==> config.mk <==
export PLATFORM = sky130hd
export DESIGN_NAME = ascii_to_integer_parser
export DESIGN_NICKNAME = d
export VERILOG_FILES = /design/src/hw/rtl/acip_pkg.sv /design/src/hw/rtl/acip_step.sv /design/src/hw/rtl/ascii_to_integer_parser.sv
export SDC_FILE = /design/constraint.sdc
export NUM_CORES = 1
export LEC_CHECK = 0
export BUFFER_PORTS_ARGS = -buffer_cell sky130_fd_sc_hd__buf_4
export CORE_UTILIZATION = 45
export CTS_CLUSTER_DIAMETER = 40
export CTS_CLUSTER_SIZE = 40
export DETAILED_ROUTE_END_ITERATION = 8
export MAX_ROUTING_LAYER = met4
export PLACE_DENSITY = 0.58
export SETUP_SLACK_MARGIN = 0.05
export SLEW_MARGIN = 10
export SYNTH_ARGS = -nofsm -noshare
export SYNTH_HDL_FRONTEND = slang
export SYNTH_SLANG_ARGS = --single-unit
export TNS_END_PERCENT = 1
==> constraint.sdc <==
create_clock -name clk_i -period 9.29 [get_ports clk_i]
set_input_delay 0.929 -clock clk_i [delete_from_list [all_inputs] [get_ports clk_i]]
set_output_delay 0.929 -clock clk_i [all_outputs]
set_load 0.02 [all_outputs]
==> src/hw/rtl/acip_pkg.sv <==
package acip_pkg;

  localparam int unsigned ValueBits = 64;
  localparam int unsigned PosBits   = 8;

  localparam logic [PosBits-1:0] PosMax = {PosBits{1'b1}};

  localparam logic [7:0] ChNul   = 8'h00;
  localparam logic [7:0] ChSpace = 8'h20;
  localparam logic [7:0] ChMinus = 8'h2d;
  localparam logic [7:0] ChDot   = 8'h2e;
  localparam logic [7:0] ChZero  = 8'h30;
  localparam logic [7:0] ChFive  = 8'h35;
  localparam logic [7:0] ChNine  = 8'h39;
  localparam logic [7:0] ChLowX  = 8'h78;
  localparam logic [7:0] ChUpX   = 8'h58;

  // Parse phases, one-hot.
  typedef enum logic [12:0] {
    PH_LEAD   = 13'b0000000000001,
    PH_SIGN   = 13'b0000000000010,
    PH_ZERO   = 13'b0000000000100,
    PH_PREFIX = 13'b0000000001000,
    PH_DIGIT  = 13'b0000000010000,
    PH_DOT    = 13'b0000000100000,
    PH_FRAC1  = 13'b0000001000000,
    PH_FRAC   = 13'b0000010000000,
    PH_CHECK  = 13'b0000100000000,
    PH_TAIL   = 13'b0001000000000,
    PH_END    = 13'b0010000000000,
    PH_HOLD   = 13'b0100000000000,
    PH_ERR    = 13'b1000000000000
  } acip_phase_e;

  typedef enum logic [2:0] {
    ERR_NONE      = 3'd0,
    ERR_NO_DIGITS = 3'd1,
    ERR_ILLEGAL   = 3'd2,
    ERR_MINUS     = 3'd3,
    ERR_OVERFLOW  = 3'd4
  } acip_err_e;

  typedef enum logic [2:0] {
    REG_HEX_BASE       = 3'd0,
    REG_ALLOW_PREFIX   = 3'd1,
    REG_UNSIGNED_ONLY  = 3'd2,
    REG_KEEP_LEAD      = 3'd3,
    REG_KEEP_TRAIL     = 3'd4,
    REG_ANY_TAIL       = 3'd5,
    REG_REQUIRE_DIGITS = 3'd6,
    REG_DECIMAL_ROUND  = 3'd7
  } acip_reg_e;

  typedef struct packed {
    logic hex_base;
    logic allow_hex_prefix;
    logic unsigned_only;
    logic keep_leading_spaces;
    logic keep_trailing_spaces;
    logic allow_any_tail;
    logic require_digits;
    logic allow_decimal_round;
  } acip_cfg_t;

  typedef struct packed {
    acip_phase_e            phase;
    logic [ValueBits-1:0]   acc;
    logic                   digit_seen;
    logic                   negative;
    logic                   base16;
    logic [PosBits-1:0]     pos;
    logic [PosBits-1:0]     stop;
    acip_err_e              err;
  } acip_state_t;

  localparam acip_state_t StateReset = '{
    phase:      PH_LEAD,
    acc:        '0,
    digit_seen: 1'b0,
    negative:   1'b0,
    base16:     1'b0,
    pos:        '0,
    stop:       '0,
    err:        ERR_NONE
  };

  // Digit value of a character; valid flag low for anything that is no hex digit.
  function automatic logic [4:0] acip_digit(input logic [7:0] c);
    logic [4:0] r;
    r = '0;
    if (c inside {[8'h30:8'h39]}) begin
      r = {1'b1, 4'(c - 8'h30)};
    end else if (c inside {[8'h61:8'h66]}) begin
      r = {1'b1, 4'(c - 8'h57)};
    end else if (c inside {[8'h41:8'h46]}) begin
      r = {1'b1, 4'(c - 8'h37)};
    end
    return r;
  endfunction

endpackage

==> src/hw/rtl/acip_step.sv <==
module acip_step import acip_pkg::*; (
  input  acip_cfg_t   cfg_i,
  input  acip_state_t st_i,
  input  logic [7:0]  char_i,
  output acip_state_t st_o
);

  logic [4:0]           dig;
  logic                 is_b16;
  logic                 dig_ok;
  logic [ValueBits+3:0] acc_ext;
  logic [ValueBits+3:0] acc_next;
  logic                 acc_ovf;
  logic                 run;
  acip_state_t          nx;

  // One shift-add: times 16 or times 10, plus the digit, with carry-out bits kept.
  assign acc_ext = {4'b0, st_i.acc};
  assign dig     = acip_digit(char_i);
  assign is_b16  = cfg_i.hex_base | st_i.base16;
  assign dig_ok  = dig[4] & (is_b16 | (dig[3:0] < 4'd10));

  always_comb begin
    if (is_b16) begin
      acc_next = (acc_ext << 4) + {{ValueBits{1'b0}}, dig[3:0]};
    end else begin
      acc_next = (acc_ext << 3) + (acc_ext << 1) + {{ValueBits{1'b0}}, dig[3:0]};
    end
  end
  assign acc_ovf = |acc_next[ValueBits+3:ValueBits];

  // The phases only move forward in declaration order, so one ordered
  // pass over them covers every fall-through a byte can take.
  always_comb begin
    nx  = st_i;
    run = 1'b1;

    if (run && nx.phase == PH_LEAD) begin
      if (!cfg_i.keep_leading_spaces && char_i == ChSpace) run = 1'b0;
      else nx.phase = PH_SIGN;
    end
    if (run && nx.phase == PH_SIGN) begin
      nx.phase = PH_ZERO;
      if (char_i == ChMinus) begin
        run = 1'b0;
        if (cfg_i.unsigned_only) begin
          nx.err = ERR_MINUS; nx.stop = st_i.pos; nx.phase = PH_ERR;
        end else begin
          nx.negative = 1'b1;
        end
      end
    end
    if (run && nx.phase == PH_ZERO) begin
      if (char_i == ChZero) begin
        nx.digit_seen = 1'b1; run = 1'b0;
      end else begin
        nx.phase = PH_PREFIX;
      end
    end
    if (run && nx.phase == PH_PREFIX) begin
      nx.phase = PH_DIGIT;
      if (char_i == ChLowX || char_i == ChUpX) begin
        run = 1'b0;
        if (!cfg_i.allow_hex_prefix) begin
          nx.err = ERR_ILLEGAL; nx.stop = st_i.pos; nx.phase = PH_ERR;
        end else begin
          nx.digit_seen = 1'b0; nx.base16 = 1'b1;
        end
      end
    end
    if (run && nx.phase == PH_DIGIT) begin
      if (dig_ok) begin
        run = 1'b0;
        nx.digit_seen = 1'b1;
        if (acc_ovf) begin
          nx.err = ERR_OVERFLOW; nx.stop = st_i.pos; nx.phase = PH_ERR;
        end else begin
          nx.acc = acc_next[ValueBits-1:0];
        end
      end else begin
        nx.phase = PH_DOT;
      end
    end
    if (run && nx.phase == PH_DOT) begin
      nx.phase = PH_CHECK;
      if (cfg_i.allow_decimal_round && !is_b16 && char_i == ChDot) begin
        nx.phase = PH_FRAC1; run = 1'b0;
      end
    end
    if (run && nx.phase == PH_FRAC1) begin
      nx.phase = PH_FRAC;
      if (char_i >= ChFive && char_i <= ChNine) begin
        if (&st_i.acc) begin
          nx.err = ERR_OVERFLOW; nx.stop = st_i.pos; nx.phase = PH_ERR; run = 1'b0;
        end else begin
          nx.acc = st_i.acc + 1'b1;
        end
      end
    end
    if (run && nx.phase == PH_FRAC) begin
      if (char_i >= ChZero && char_i <= ChNine) run = 1'b0;
      else nx.phase = PH_CHECK;
    end
    if (run && nx.phase == PH_CHECK) begin
      nx.phase = PH_TAIL;
      if (cfg_i.require_digits && !nx.digit_seen) begin
        nx.err = ERR_NO_DIGITS; nx.stop = st_i.pos; nx.phase = PH_ERR; run = 1'b0;
      end
    end
    if (run && nx.phase == PH_TAIL) begin
      if (!cfg_i.keep_trailing_spaces && char_i == ChSpace) run = 1'b0;
      else nx.phase = PH_END;
    end
    if (run && nx.phase == PH_END) begin
      run = 1'b0;
      if (char_i == ChNul || cfg_i.allow_any_tail) begin
        nx.stop = st_i.pos; nx.phase = PH_HOLD;
      end else begin
        nx.err = ERR_ILLEGAL; nx.stop = st_i.pos; nx.phase = PH_ERR;
      end
    end

    if (char_i != ChNul && st_i.pos != PosMax) begin
      nx.pos = st_i.pos + 1'b1;
    end
    st_o = nx;
  end

endmodule

==> src/hw/rtl/ascii_to_integer_parser.sv <==
// Streaming ASCII to integer parser.
//
// Input channel: one character per beat on char_code_i, handshaked by
// in_valid_i and in_stall_o. A zero byte ends the string. Every other byte
// produces no result; the terminating byte produces exactly one result beat.
// Output channel: parse_ok_o, error_code_o, parsed_value_o and stop_index_o,
// handshaked by out_valid_o and out_stall_i.
//
// An accepted beat lands first in the input register; from there it updates
// the parse state and, for a zero byte, the result register, which then
// offers the result. One character is taken per cycle unless a zero byte
// waits behind a stalled result; the limiting path is the 64-bit shift-add
// with carry check in acip_step.
//
// Reset clears the parse state, the eight configuration bits and both valid
// flags. When the receiver stalls, the result is held and non-zero bytes
// keep flowing; only a zero byte waiting in the input register behind a
// stalled result raises in_stall_o. Configuration writes take effect for
// the next byte processed and are meant to happen while the block is idle.
module ascii_to_integer_parser import acip_pkg::*; (
  input  logic                 clk_i,
  input  logic                 rst_ni,
  input  logic                 cfg_we_i,
  input  logic [2:0]           cfg_idx_i,
  input  logic [0:0]           cfg_data_i,
  input  logic                 in_valid_i,
  output logic                 in_stall_o,
  input  logic [7:0]           char_code_i,
  output logic                 out_valid_o,
  input  logic                 out_stall_i,
  output logic                 parse_ok_o,
  output logic [2:0]           error_code_o,
  output logic [ValueBits-1:0] parsed_value_o,
  output logic [PosBits-1:0]   stop_index_o
);

  acip_cfg_t   cfg_q;
  acip_state_t st_q, st_d, st_step;

  logic       s1_valid_q;
  logic [7:0] s1_char_q;
  logic       s1_blocked, s1_advance, in_accept, res_load;

  logic                 out_valid_q;
  logic                 ok_q;
  acip_err_e            err_q;
  logic [ValueBits-1:0] value_q;
  logic [PosBits-1:0]   stop_q;

  // Configuration register file, one bit per register.
  always_ff @(posedge clk_i or negedge rst_ni) begin
    if (!rst_ni) begin
      cfg_q <= '0;
    end else if (cfg_we_i) begin
      case (acip_reg_e'(cfg_idx_i))
        REG_HEX_BASE:       cfg_q.hex_base             <= cfg_data_i[0];
        REG_ALLOW_PREFIX:   cfg_q.allow_hex_prefix     <= cfg_data_i[0];
        REG_UNSIGNED_ONLY:  cfg_q.unsigned_only        <= cfg_data_i[0];
        REG_KEEP_LEAD:      cfg_q.keep_leading_spaces  <= cfg_data_i[0];
        REG_KEEP_TRAIL:     cfg_q.keep_trailing_spaces <= cfg_data_i[0];
        REG_ANY_TAIL:       cfg_q.allow_any_tail       <= cfg_data_i[0];
        REG_REQUIRE_DIGITS: cfg_q.require_digits       <= cfg_data_i[0];
        REG_DECIMAL_ROUND:  cfg_q.allow_decimal_round  <= cfg_data_i[0];
        default: ;
      endcase
    end
  end

  // Only a terminating byte needs the result register; it waits when the
  // result register is full and the receiver is stalling.
  assign s1_blocked = s1_valid_q && (s1_char_q == ChNul) && out_valid_q && out_stall_i;
  assign s1_advance = s1_valid_q && !s1_blocked;
  assign in_stall_o = s1_blocked;
  assign in_accept  = in_valid_i && !in_stall_o;
  assign res_load   = s1_advance && (s1_char_q == ChNul);

  always_ff @(posedge clk_i or negedge rst_ni) begin
    if (!rst_ni) begin
      s1_valid_q <= 1'b0;
    end else if (in_accept) begin
      s1_valid_q <= 1'b1;
    end else if (s1_advance) begin
      s1_valid_q <= 1'b0;
    end
  end

  always_ff @(posedge clk_i) begin
    if (in_accept) begin
      s1_char_q <= char_code_i;
    end
  end

  acip_step u_step (
    .cfg_i  (cfg_q),
    .st_i   (st_q),
    .char_i (s1_char_q),
    .st_o   (st_step)
  );

  // After a terminating byte the parse state starts over.
  always_comb begin
    st_d = st_q;
    if (s1_advance) begin
      st_d = (s1_char_q == ChNul) ? StateReset : st_step;
    end
  end

  always_ff @(posedge clk_i or negedge rst_ni) begin
    if (!rst_ni) begin
      st_q <= StateReset;
    end else begin
      st_q <= st_d;
    end
  end

  // Result register.
  always_ff @(posedge clk_i or negedge rst_ni) begin
    if (!rst_ni) begin
      out_valid_q <= 1'b0;
    end else if (res_load) begin
      out_valid_q <= 1'b1;
    end else if (!out_stall_i) begin
      out_valid_q <= 1'b0;
    end
  end

  always_ff @(posedge clk_i) begin
    if (res_load) begin
      ok_q   <= (st_step.err == ERR_NONE);
      err_q  <= st_step.err;
      stop_q <= st_step.stop;
      if (st_step.err != ERR_NONE) begin
        value_q <= '0;
      end else if (st_step.negative) begin
        value_q <= ~st_step.acc + 1'b1;
      end else begin
        value_q <= st_step.acc;
      end
    end
  end

  assign out_valid_o    = out_valid_q;
  assign parse_ok_o     = ok_q;
  assign error_code_o   = err_q;
  assign parsed_value_o = value_q;
  assign stop_index_o   = stop_q;

endmodule

==> flow_summary.toml, run 1 <==
[cells_and_area]
nFillCells = 3850
layout_commonest_cell = "nor2_1"
fin_util_pct = 50.75
drive_gt1_share_pct = 11.40
diodes = 0
regArea_sq_um = 5251
area_growth_pct = 10.24
final_nets = 2370
multi_input_area_sq_um = 12030
layout_common_cells = "nor2_1, nand2_1, a21oi_1, o21ai_0, buf_4"

[floorplanning]
die_area_sq_um = 40620
num_rows = 72
core_area_sq_um = 38920
dieHeight_um = 201.5
die_x_um = 201.5
ios = 95
initial_core_util_pct = 46.04

[global_routing]
grt_max_degree = 66
grt_overflow = 0
track_usage_pct = 31.44
grt_pass1_wl_um = 97280
antenna_found_initial = 0
grt_pass1_vias = 16870

[yosys]
ys_ff_latch = 193
synth-async-reset-ratio_pct = 56.48
yosys.cell_types.count = 96
syn-cell-area_sq_um = 17920
synth_edf_count = 84
synth_flop_cell = "dfrtp_1"
syn-num-nets = 2346
synthCells = 2192
ys_warn_count = 0
ys_seq_area_share_pct = 29.31
synth.avg_cell_area_sq_um = 8.174

[critical_path]
path_class = "reg -> reg"
r2r_slack_ns = 0.63
worstReg2RegEnd = "parsed_value_o[37]"
rr_worst_depth = 22
crit_path_end_kind = "register"
cp-startpoint = "s1_char_q[3]"
crit_arrival_ns = 8.87
r2r-start = "s1_char_q[3]"
cp-start-kind = "register"
cp_max_fo = 14
worstPathRequired_ns = 9.50

[drt]
drc = 0
viasPerCell = 6.503
ant_nets = 0
drt_iter0_drc = 1557
wl_per_cell_um = 22.91
drtPass1Iterations = 6
vias = 17870
wirelength_um = 62930

[clock_tree]
holdBufCountCts = 0
insertion_delay_ns = 0.46
cts_root_buf = "clkbuf_16"
h-tree-depth = 4
cts_inserted_buffers = 17
clkTransAtPathRegs_ns = 0.08
clock_tree.buffer_depth = 2
cts_tree = "built"
cts.sink_count = 193

[timing]
tightest_slew_ns = 1.106
drv_slew = 0
slew_headroom_pct = 26.09
hold_violations = 0
fin_crit_ns = 8.660
fmax_ghz = 0.1155
skew_ns = 0.01277
hold_slack_ns = 0.4929
post-route-period-util_pct = 93.22
fin_setup_tns_ns = 0
rsz0062_at_grt = "false"
setup_viol = 0

[placement]
port_buffers = 94
dpl.hpwl_um = 46970
place_congestion = 0.9928

[power]
power_mw = 4.503
powerDensity_nw_per_um2 = 228.0
vdd_drop_max_mv = 0.1572
p_leak_nw = 8.186

[hold_path]
hold_class = "in -> async"

[outcome]
run_status = "complete, no violations"

[flow_run]
cap_violations = 0
## how the worst max path moves through the flow
stage | depth (start not counted) | to | slack, ns
after floorplan | 33 | parsed_value_o[56] | 1.90
after global placement | 22 | parsed_value_o[44] | 0.97
after detailed placement | 25 | parsed_value_o[44] | 0.73
after CTS | 25 | parsed_value_o[44] | 0.69
after global routing | 22 | parsed_value_o[37] | 0.16
final | 22 | parsed_value_o[37] | 0.63
## synthesized netlist by cell type, drive strengths merged, types with 19 or more instances
cell type	instances	share of area, %
a22o	47	2.3
nand4	48	1.7
ha	135	9.4
nor4	23	0.84
xor2	51	2.5
o21a	21	0.88
o211ai	28	1.2
or3	33	1.2
edfxtp	84	14
mux2	20	1.3
and2	28	0.98
nand3	61	1.7
o21ai	151	4.2
inv	46	0.96
a21o	32	1.3
a21oi	179	5.0
and3	22	0.77
a31oi	54	1.9
a211oi	24	1.1
nor2	221	4.6
nor3	62	1.9
mux2i	22	1.2
nand2b	19	0.66
clkbuf	119	2.5
nand2	215	4.5
dfrtp	108	15
xnor2	69	3.4
## worst max-delay path: stages (launching register included)
cell      delay (ns)
edfxtp_1        0.58
or4b_2          0.76
nor3b_1         0.44
a22oi_1         0.17
inv_1           0.11
fa_1            0.46
fa_1            0.55
a211oi_1        0.28
o21ai_0         0.21
a22oi_1         0.33
a211oi_1        0.19
o21ai_0         0.28
a21oi_1         0.15
xnor2_1         0.25
a31oi_1         0.83
o32ai_1         0.19
a31o_2          0.31
or4_1           0.59
or3_1           0.58
nor4_1          0.71
a31oi_1         0.19
xor2_1          0.19
nor2_1          0.05
## registers in the layout, summed over array words and instances, names as in the netlist
| signal | flops |
|---|---|
| error_code_o | 3 |
| s1_valid_q | 1 |
| parsed_value_o | 64 |
| stop_index_o | 8 |
| st_q | 99 |
| parse_ok_o | 1 |
| s1_char_q | 8 |
| cfg_q | 8 |
| out_valid_o | 1 |
## per-layer routing
metal / track usage, % / wire, um / part of all wire [%] / vias up
met5: - / 0 / 0 / -
met4: 13.91 / 2790 / 4.4 / 0
met3: 4.292 / 3647 / 5.8 / 150
met2: 50.49 / 29630 / 47 / 724
met1: 39.36 / 26860 / 43 / 8684
li1: - / - / - / 8307
## logic make-up after synthesis
family                   share of synthesized area (%)
buffers and inverters                            3.869
XOR/XNOR                                         5.866
AO/OA/AOI/OAI                                    26.20
flip-flops                                       29.31
adder cells (fa/ha/maj)                          9.651
AND/OR/NAND/NOR                                  22.62
multiplexers                                     2.486
## power by group
part	internal, mW	switching, mW
registers	1.03	0.281
logic	0.854	1.56
clock network	0.392	0.389
## through the flow
stage	instance area, sq um	cells	setup WS, ns
after global routing	19750	2747	0.1605
final	19750	2747	0.6301
after detailed placement	19120	2714	0.7306
after CTS	19730	2746	0.6921
after floorplan	17920	2192	1.898
after global placement	19120	2714	0.9707
## what timing repair did
action,4_1_cts,5_1_grt
setup endpoints to repair,0,1
resized for setup,0,0
setup buffers,0,1
## cell type report
class | count | share of cell area [%]
Clock buffer | 19 | 2.407
Clock inverter | 13 | 0.6651
Inverter | 46 | 0.8742
Multi-Input combinational cell | 1821 | 60.91
Sequential cell | 193 | 26.59
Tap cell | 518 | 3.281
Timing Repair Buffer | 137 | 5.271
(Power assumes the default switching activity.)
==> run 2: changes to the inputs <==
--- a/config.mk
+++ b/config.mk
@@ -6,12 +6,12 @@
 export NUM_CORES = 1
 export LEC_CHECK = 0
 export BUFFER_PORTS_ARGS = -buffer_cell sky130_fd_sc_hd__buf_4
+export CORE_MARGIN = 5
 export CORE_UTILIZATION = 45
 export CTS_CLUSTER_DIAMETER = 40
 export CTS_CLUSTER_SIZE = 40
 export DETAILED_ROUTE_END_ITERATION = 8
 export MAX_ROUTING_LAYER = met4
-export PLACE_DENSITY = 0.58
 export SETUP_SLACK_MARGIN = 0.05
 export SLEW_MARGIN = 10
 export SYNTH_ARGS = -nofsm -noshare
==> run 2 against run 1 <==
Compared with the run above: fmax rose by 0.83%; critical endpoint is now parsed_value_o[59]; design area did not move; non-clock buffer count fell by 6; clock power rose by 5.0%; routed wire length fell by 0.88%; power rose by 0.48%; sequential cell count did not move; sequential power barely moved.
==> flow_summary.toml, run 2 (synthesis gave the netlist of run 1 again) <==
[cells_and_area]
top_register = "st_q"
layout_commonest_cell = "nor2_1"
largest_register_ffs = 99
diodes = 0
drive_gt1_share_pct = 11.25
final_nets = 2364
nFillCells = 3831
layout_common_cells = "nor2_1, nand2_1, a21oi_1, o21ai_0, ha_1"
area_growth_pct = 10.24
fin_area_sq_um = 19750

[drt]
vias = 17800
drc = 0
viasPerCell = 6.476
wirelength_um = 62370
drtPass1Iterations = 8
ant_nets = 0
drt_iter0_drc = 1629
wl_per_cell_um = 22.70

[floorplanning]
die_area_sq_um = 43910
initial_core_util_pct = 45.30
ios = 95
core_area_sq_um = 39550
dieHeight_um = 209.5
die_x_um = 209.5
num_rows = 73

[timing]
hold_slack_ns = 0.4632
skew_ns = 0.01137
fmax_ghz = 0.1164
hold_violations = 0
slew_headroom_pct = 26.41
tightest_slew_ns = 1.101
fin_setup_tns_ns = 0
post-route-period-util_pct = 92.45
rsz0062_at_grt = "false"
drv_slew = 0
fin_crit_ns = 8.588
setup_viol = 0

[critical_path]
worstPathRequired_ns = 9.50
r2r_slack_ns = 0.70
cp-startpoint = "s1_char_q[3]"
cp-start-kind = "register"
crit_path_end_kind = "register"
slowest_delay_ns = 0.79
path_class = "reg -> reg"
crit_arrival_ns = 8.80
crit_chain = "buf_4, or4b_2, nor3b_1, a22oi_1, inv_1, fa_1, fa_1, a211oi_1, o21ai_0, a22oi_1, a211oi_1, o21ai_0, a21oi_1, xnor2_2, a41o_1, mux2i_1, mux2i_1, nand4_1, or3_1, or4_4, o31ai_2, xnor2_1, nor2_1"
path_buf_inv = 2
r2r-start = "s1_char_q[3]"
crit_slowest_cell = "a41o_1"
worstReg2RegEnd = "parsed_value_o[59]"
critPathTopFamily = "compound AO/OA/AOI/OAI gates"
cp_max_fo = 14
rr_worst_depth = 23

[global_routing]
grt_max_degree = 76
grt_pass1_vias = 16950
track_usage_pct = 28.43
antenna_found_initial = 0
grt_overflow = 0
grt_pass1_wl_um = 97010

[power]
vdd_drop_max_mv = 0.1231
p_leak_nw = 8.171
powerDensity_nw_per_um2 = 229.1

[clock_tree]
cts_tree = "built"
cts_inserted_buffers = 17
h-tree-depth = 4
cts_setup_buffers = 0
cts.sink_count = 193
insertion_delay_ns = 0.47
ctsResizeCount = 0
clkTransAtPathRegs_ns = 0.08
clock_tree.buffer_depth = 2
holdBufCountCts = 0
cts_root_buf = "clkbuf_16"

[placement]
port_buffers = 94
place_congestion = 0.9902
dpl.hpwl_um = 46900
place_area_sq_um = 19100

[flow_run]
cap_violations = 0

[hold_path]
hold_class = "in -> async"

[outcome]
run_status = "complete, no violations"
run 2: cell count changes in the layout (fill, tap and decap cells not counted), sizes merged:
cell and delta:
inv -1, clkinv -1, bufinv +3, buf -6, clkinvlp -1
run 2: worst max-delay path by stage:
stage | slack [ns] | cells after the start | end
2_1_floorplan | 1.90 | 33 | parsed_value_o[56]
3_3_place_gp | 0.84 | 28 | parsed_value_o[38]
3_5_place_dp | 0.65 | 28 | parsed_value_o[38]
4_1_cts | 0.60 | 28 | parsed_value_o[38]
5_1_grt | 0.23 | 28 | parsed_value_o[50]
6_report | 0.70 | 23 | parsed_value_o[59]
run 2: stage by stage:
| step | worst slack, ns | utilization, % | instances | total power [mW] |
|---|---|---|---|---|
| after floorplan | 1.898 | - | 2192 | 2.950 |
| after global placement | 0.8376 | 48.28 | 2716 | 3.634 |
| after detailed placement | 0.6536 | 48.28 | 2716 | 3.659 |
| after CTS | 0.6044 | 49.90 | 2748 | 4.485 |
| after global routing | 0.2260 | 49.94 | 2748 | 4.819 |
| final | 0.7016 | 49.94 | 2748 | 4.524 |
run 2: report_power, final:
group          switching (mW)  internal [mW]  total (mW)
registers               0.276           1.03        1.30
clock network           0.369          0.451       0.820
logic                    1.56          0.843        2.40
run 2: final cells by class:
| cell class | instances | area [sq um] | share of cell area (%) |
|---|---|---|---|
| multi-input cells | 1821 | 12050 | 61.00 |
| flip-flops and latches | 193 | 5251 | 26.59 |
| repair buffers | 131 | 983.4 | 4.979 |
| well taps | 525 | 656.9 | 3.326 |
| clock buffers | 19 | 454.2 | 2.300 |
| clock inverters | 13 | 183.9 | 0.9312 |
| inverters | 46 | 172.7 | 0.8742 |
run 2: routing by layer:
layer  global-route usage (%)  routed length, um
met1                    36.23              26580
met2                    46.04              29460
met3                    3.438               3573
met4                    11.93               2767
met5                        -                  0
==> run 3: changes to the inputs <==
--- a/config.mk
+++ b/config.mk
@@ -7,7 +7,7 @@
 export LEC_CHECK = 0
 export BUFFER_PORTS_ARGS = -buffer_cell sky130_fd_sc_hd__buf_4
 export CORE_MARGIN = 5
-export CORE_UTILIZATION = 45
+export CORE_UTILIZATION = 42
 export CTS_CLUSTER_DIAMETER = 40
 export CTS_CLUSTER_SIZE = 40
 export DETAILED_ROUTE_END_ITERATION = 8
==> constraint.sdc (replaced) <==
create_clock -name clk_i -period 9.15 [get_ports clk_i]
set_input_delay 0.915 -clock clk_i [delete_from_list [all_inputs] [get_ports clk_i]]
set_output_delay 0.915 -clock clk_i [all_outputs]
set_load 0.02 [all_outputs]
==> run 3 against run 2 <==
Compared with the run above: register-to-register slack got worse by 0.03 ns; die area rose by 6.8%; non-clock buffer count rose by 3; sequential cell count did not move; highest routed layer unchanged; power rose by 0.50%; worst hold slack improved by 0.054 ns; routed wire length rose by 1.8%; critical path depth rose by 1; sequential power barely moved.
==> flow_summary.toml, run 3 (synthesis gave the netlist of run 1 again) <==
[floorplanning]
num_rows = 75
initial_core_util_pct = 42.62
dieHeight_um = 216.5
core_area_sq_um = 42040
ios = 95
die_area_sq_um = 46890
die_x_um = 216.5

[cells_and_area]
layout_commonest_cell = "nor2_1"
drive_gt1_share_pct = 11.32
top_register = "st_q"
largest_register_ffs = 99
diodes = 0
fin_area_sq_um = 19760
area_growth_pct = 10.29
nFillCells = 4157
final_nets = 2367
layout_common_cells = "nor2_1, nand2_1, a21oi_1, o21ai_0, ha_1"

[timing]
hold_violations = 0
fin_crit_ns = 8.479
drv_slew = 0
rsz0062_at_grt = "true"
fin_setup_tns_ns = 0
fmax_ghz = 0.1179
tightest_slew_ns = 1.064
skew_ns = 0.01060
post-route-period-util_pct = 92.67
slew_headroom_pct = 28.95
setup_viol = 0

[clock_tree]
h-tree-depth = 4
clock_tree.buffer_depth = 2
clkTransAtPathRegs_ns = 0.08
cts_inserted_buffers = 17
insertion_delay_ns = 0.46
cts_root_buf = "clkbuf_16"
holdBufCountCts = 0
cts.sink_count = 193
cts_tree = "built"

[critical_path]
crit_arrival_ns = 8.69
path_buf_inv = 3
crit_path_end_kind = "register"
cp_max_fo = 19
crit_slowest_cell = "or4b_2"
critPathTopFamily = "simple AND/OR/NAND/NOR gates"
path_class = "reg -> reg"
cp-start-kind = "register"
slowest_delay_ns = 0.71
crit_top_cell = "o21ai_0"
worstPathRequired_ns = 9.36
crit_chain = "buf_4, or4b_2, nor3b_1, a22oi_1, inv_1, fa_1, fa_1, a211oi_1, o21ai_0, a22oi_1, a211oi_1, o21ai_0, a21oi_1, xnor2_1, a31oi_2, o21ai_1, buf_4, o21ai_0, or4_1, or3_1, nor3_2, a31oi_1, xnor2_1, nor2_1"

[drt]
vias = 17890
wirelength_um = 63480
drt_iter0_drc = 1861
drc = 0
wl_per_cell_um = 22.96
viasPerCell = 6.470
drtPass1Iterations = 6
ant_nets = 0

[power]
power_mw = 4.547
p_leak_nw = 8.165
clock_power_share_pct = 16.9
p_comb_share_pct = 53.9
swShare_pct = 49.98
switching_power_mw = 2.273
intPower_mw = 2.274
vdd_drop_max_mv = 0.1464
powerDensity_nw_per_um2 = 230.1
p_seq_share_pct = 29.1

[placement]
dpl.hpwl_um = 47350
place_congestion = 0.9544
port_buffers = 94
place_area_sq_um = 19140

[global_routing]
track_usage_pct = 26.98
grt_pass1_vias = 17050
grt_max_degree = 79
grt_overflow = 0
grt_pass1_wl_um = 98000
antenna_found_initial = 0

[outcome]
run_status = "complete, no violations"

[hold_path]
hold_class = "reg -> reg"

[flow_run]
cap_violations = 0
-- run 3: cell types whose count changed in the layout (fill, tap and decap cells not counted), sizes merged --
cell | previous run | this run
inv | 55 | 54
bufinv | 3 | 0
buf | 131 | 134
clkbuf | 19 | 17
clkinvlp | 0 | 1
clkinv | 1 | 6
-- run 3: power groups by stage --
stage,logic (mW),clock network [mW],registers [mW]
3_3_place_gp,2.38,0,1.33
5_1_grt,2.68,0.817,1.34
3_5_place_dp,2.40,0,1.33
2_1_floorplan,1.81,0,1.19
6_report,2.45,0.770,1.32
4_1_cts,2.41,0.777,1.32
-- run 3: timing repair --
| item | 4_1_cts | 5_1_grt |
|---|---|---|
| setup endpoints to repair | 0 | 20 |
| resized for setup | 0 | 1 |
| setup buffers | 0 | 1 |
-- run 3: routing by layer --
metal	part of all wire, %	global-route usage, %	vias to the layer above
met2	47	43.45	764
met3	6.0	3.014	160
met1	43	35.07	8655
met5	0	-	-
li1	-	-	8311
met4	4.2	10.52	0
-- run 3: worst paths after layout --
check                                  start  cells past startpoint            endpoint  slack [ns]
worst max-delay path            s1_char_q[3]                     24  parsed_value_o[49]        0.67
worst min-delay path                st_q[21]                      1            st_q[21]        0.52
worst max register to register  s1_char_q[3]                     24  parsed_value_o[49]        0.67
worst min register to register      st_q[21]                      1            st_q[21]        0.52
max in group asynchronous             rst_ni                      2            cfg_q[7]        7.30
min in group asynchronous             rst_ni                      1            st_q[71]        0.58
-- run 3: metrics by stage --
step / hold slack, ns / utilization, % / setup slack, ns / instances
after floorplan: 0.4668 / - / 1.758 / 2192
after global placement: 0.4852 / 45.53 / 0.8593 / 2732
after detailed placement: 0.4896 / 45.53 / 0.6769 / 2732
after CTS: 0.5124 / 46.94 / 0.6429 / 2764
after global routing: 0.5273 / 47.00 / 0.02039 / 2765
final: 0.5170 / 47.00 / 0.6711 / 2765
-- run 3: final cells by class --
| cell class | instances | area, sq um | area share (%) |
|---|---|---|---|
| clock buffer | 17 | 425.4 | 2.153 |
| clock inverter | 15 | 167.7 | 0.8485 |
| inverter | 46 | 172.7 | 0.8738 |
| multi-input combinational | 1821 | 12040 | 60.92 |
| sequential | 193 | 5251 | 26.58 |
| tap | 539 | 674.4 | 3.413 |
| timing repair buffer | 134 | 1031 | 5.218 |
